===== config.mk =====
export PLATFORM = sky130hd
export DESIGN_NAME = alru_ram
export DESIGN_NICKNAME = d
export VERILOG_FILES = /design/src/sv/alru_ram.sv
export SDC_FILE = /design/constraint.sdc
export NUM_CORES = 1
export LEC_CHECK = 0
export ABC_AREA = 0
export BUFFER_PORTS_ARGS = -buffer_cell sky130_fd_sc_hd__clkbuf_2
export CAP_MARGIN = 20
export CORE_MARGIN = 3
export CORE_UTILIZATION = 45
export DETAILED_ROUTE_END_ITERATION = 7
export GPL_TIMING_DRIVEN = 1
export REMOVE_ABC_BUFFERS = 1
export SYNTH_ARGS = -nofsm -noshare
export SYNTH_HDL_FRONTEND = slang
export SYNTH_SLANG_ARGS = --single-unit

===== constraint.sdc =====
create_clock -name clk -period 2.45 [get_ports clk]
set_input_delay 0.3675 -clock clk [delete_from_list [all_inputs] [get_ports clk]]
set_output_delay 0.3675 -clock clk [all_outputs]
set_load 0.02 [all_outputs]

===== src/sv/alru_ram.sv =====
module alru_ram #(
  parameter int WIDTH = 8,
  parameter int DEPTH = 16,
  parameter int ADDR_W = (DEPTH > 1) ? $clog2(DEPTH) : 1
) (
  input  logic              clk,
  input  logic              we,
  input  logic [ADDR_W-1:0] waddr,
  input  logic [WIDTH-1:0]  wdata,
  input  logic              re,
  input  logic [ADDR_W-1:0] raddr,
  output logic [WIDTH-1:0]  rdata
);

  logic [WIDTH-1:0] mem [DEPTH];

  always_ff @(posedge clk) begin
    if (we) begin
      mem[waddr] <= wdata;
    end
    if (re) begin
      rdata <= mem[raddr];
    end
  end

endmodule


==> Yosys cells after proc, flatten, opt, wreduce, memory -nomap -nowiden <==
Memory sizes are Yosys's and may differ from the RTL's. A register that Yosys moved wholly into a read port is not among the register bits.
Index checks and enable logic that the tools add are counted.
{ "totals": {"regBits": 0, "latch_bits": 0, "mem_bits_rw": 128, "mem_bits_ro": 0, "in_bits": 19, "output_inout_bits": 8, "wordCells": 3, "mem_count": 1} }
{ "classes": {"addsub": 0, "n_mul": 0, "div_mod_pow": 0, "order_cmp": 0, "n_eq_ne": 0, "shifts": 0, "mux": 2, "bitwise": 0, "n_reduce_logical": 0} }
{ "mem_list": {"columns": ["name", "depth", "width", "rd", "rd_clocked_by_memory_dff", "write_ports", "line_no", "rtl"], "rows": [
  ["mem", 16, 8, 1, 1, 1, "15", "logic [WIDTH-1:0] mem [DEPTH];"]
]} }
{ "op_table": {"columns": ["op", "count"], "rows": [
  ["$mux 1", 2]
]} }

==> Logic depth before layout (Yosys ltp) <==
{ "depth": {"ltp_word": 2, "ltp_mapped": 5, "depth_no_buf": 3} }

==> Worst setup path before layout <==
OpenSTA, ideal clock, no wires.
{ "synth_path": {"path_kind": "input -> register", "from": "input port waddr[2]", "to": "memory mem[0][0] (enable)", "setup_time_ps": 383, "t_arrival_ps": 1477, "required_time_ps": 2067, "path_slack_ps": 590, "path_stages": 2, "path_buffers": 0, "path_cell_list": "or3b_2 -> nor3_1"} }
{ "synth_rtl": {"columns": ["item", "line_no", "rtl"], "rows": [
  ["start: declaration", "8", "input logic [ADDR_W-1:0] waddr,"],
  ["end: declaration", "15", null]
]} }
No word-level cell before the write port.

==> flow_summary.toml <==
[run_status]
status = "finished clean"

[sta]
finalCriticalPeriod_ns = 1.576
setup_viol = 0
skew_ns = 0.007931
slew_violations = 0
final-hold-violation-count = 0
slew_headroom_pct = 48.72
tns_ns = 0
period_share_pct = 64.32
max_freq_mhz = 634.6
worst_pin_slew_ns = 0.7676
rsz0062_at_grt = "false"

[routing]
routedWlPerCell_um = 22.83
drt_iter0_markers = 200
via_per_inst = 5.581
wl_mm = 9.909
ant_nets = 0
drc = 0
dr.pass1.iters = 4
vias = 2422

[global_routing]
gr-total-overflow = 0
grt_first_pass_wirelength_mm = 15.54
grt_usage_pct = 17.19
antenna_found_initial = 0
grt_max_degree = 33
grt_pass1_vias = 2616

[worst_setup_path]
path_class = "primary input to register"
timing.rr.start = "mem[1][2]"
worstPathRequired_ns = 2.61
reg2reg_depth = 3
worstSetupEndpointType = "register"
critPathLaunch = "raddr[0]"
critPathMaxFanout = 32
cp_data_arrival_time_ns = 1.74
crit_path_start_kind = "primary input"

[job]
drv_cap = 0

[power]
p_int_mw = 4.510
p_switching_mw = 1.071
worst_ir_drop_vdd_v = 0.0004217
seqPwrFrac_pct = 47.2
cellLeakagePower_nw = 2.117
p_sw_share_pct = 19.20
p_comb_share_pct = 4.4
finalPower_mw = 5.581
cellPowerDensity_mw_per_mm2 = 894.6
p_clk_share_pct = 48.3

[layout]
multiInputGateArea_mm2 = 0.001057
antenna_cells = 0
final_layout_size_suffix_gt1_share_pct = 30.95
layout_commonest_cell = "edfxtp_1"
fillers = 820
mostFrequentLayoutCells = "edfxtp_1 (136), clkbuf_2 (26), mux4_2 (18), clkbuf_16 (17)"
syn2layout_area_growth_pct = 19.34
seq_area_mm2 = 0.004084
nets = 301

[synth]
synth_top_area_share_pct = 78.12
netlist_top_cells_area = "edfxtp_1 (78%), mux4_2 (7.8%), mux4_1 (7.0%), a22oi_1 (2.3%), nor2_1 (0.93%)"
synthCells = 229
syn-cell-area_mm2 = 0.005228
syn_avg_cell_area_um2 = 22.83
ys_types = 18
synth-seq-cells = 136
synth_warnings = 0
synth_top_area_cell = "edfxtp_1"
ys_seq_area_share_pct = 78.12

[floorplan]
core_area_mm2 = 0.01108
num_rows = 38
start_util_pct = 47.19
io_pins = 27
die_w_um = 113.8
die_area_mm2 = 0.01295
die_h_um = 113.8

[placed_design]
gp_congestion = 0.6806
dp_hpwl_mm = 6.064
portBuffers = 26

[clock_tree]
cts_sinks = 136
postCtsSetupRepairBufs = 0
numCtsBuffers = 17
cts.clk_slew.worst_paths_ns = 0.06
insertion_delay_ns = 0.42
cts_resized = 0
clock_path_buffers = 2
h-tree-depth = 4
tritoncts = "built"
cts-root-buf = "clkbuf_16"
cts-hold-fix-buffers = 0

[min_path]
hold_depth = 1
hp-class = "primary input to register"
worstHoldStart = "re"
==> stage by stage <==
| step | setup WS, ns | hold WS [ns] | cell area [um^2] | utilization (%) | cells |
|---|---|---|---|---|---|
| global route | 0.8156 | 0.3620 | 6238 | 56.31 | 434 |
| CTS | 0.8555 | 0.3501 | 6238 | 56.31 | 434 |
| detailed placement | 0.4144 | 0.7401 | 5607 | 50.61 | 403 |
| global placement | 0.4221 | 0.7315 | 5607 | 50.61 | 403 |
| finish | 0.8742 | 0.3557 | 6238 | 56.31 | 434 |
| floorplan | 0.5896 | 0.4664 | 5141 | - | 219 |
==> cell families after synthesis <==
group                  count (synthesis)  synth area share [%]
buffers and inverters                 10                 1.651
AO/OA/AOI/OAI                         16                 2.298
flip-flops                           136                 78.12
AND/OR/NAND/NOR                       35                 3.136
multiplexers                          32                 14.79
==> layout make-up <==
class	count	area share, %
flip-flops and latches	136	65.46
clock buffers	17	6.819
clock inverters	14	3.309
multi-input cells	83	16.95
well taps	140	2.808
repair buffers	44	4.653
==> routing by layer <==
| metal | part of all wire, % | vias to the layer above | global-route usage, % |
|---|---|---|---|
| li1 | - | 1085 | - |
| met1 | 44 | 1254 | 24.16 |
| met2 | 49 | 73 | 25.60 |
| met3 | 5.9 | 10 | 5.570 |
| met4 | 1.2 | 0 | 6.176 |
| met5 | 0 | - | 0 |
==> Yosys cell counts <==
cell type and n:
a22oi_1 16, and2_1 1, and2b_1 1, buf_2 3, buf_4 1, buf_6 3
clkdlybuf4s25_2 3, edfxtp_1 136, mux4_1 14, mux4_2 18, nand2_1 9, nand2b_1 2
nand3_1 1, nand3b_1 2, nor2_1 13, nor2b_1 1, nor3_1 4, or3b_2 1
==> worst max-delay path: stages <==
cell and delay [ns]:
clkbuf_2 0.10, buf_12 0.24, mux4_1 0.59, a22oi_1 0.34, nand2_1 0.09
==> state kept, by name, indices dropped and copies added (netlist names) <==
register and flops:
mem 128, rdata 8
==> worst paths after layout <==
kind,endpoint,slack (ns)
worst max-delay path,rdata[2],0.87
worst min-delay path,rdata[5],0.36
worst max register to register,rdata[2],0.92
worst min register to register,rdata[2],0.75
==> power by group through the flow <==
stage	sequential, mW	combinational (mW)	clock, mW
6_report	2.64	0.246	2.70
5_1_grt	2.64	0.270	2.86
4_1_cts	2.64	0.251	2.75
3_5_place_dp	2.69	0.251	0
3_3_place_gp	2.68	0.249	0
2_1_floorplan	2.69	0.105	0
Note: power is estimated with default switching activity, not from simulation.
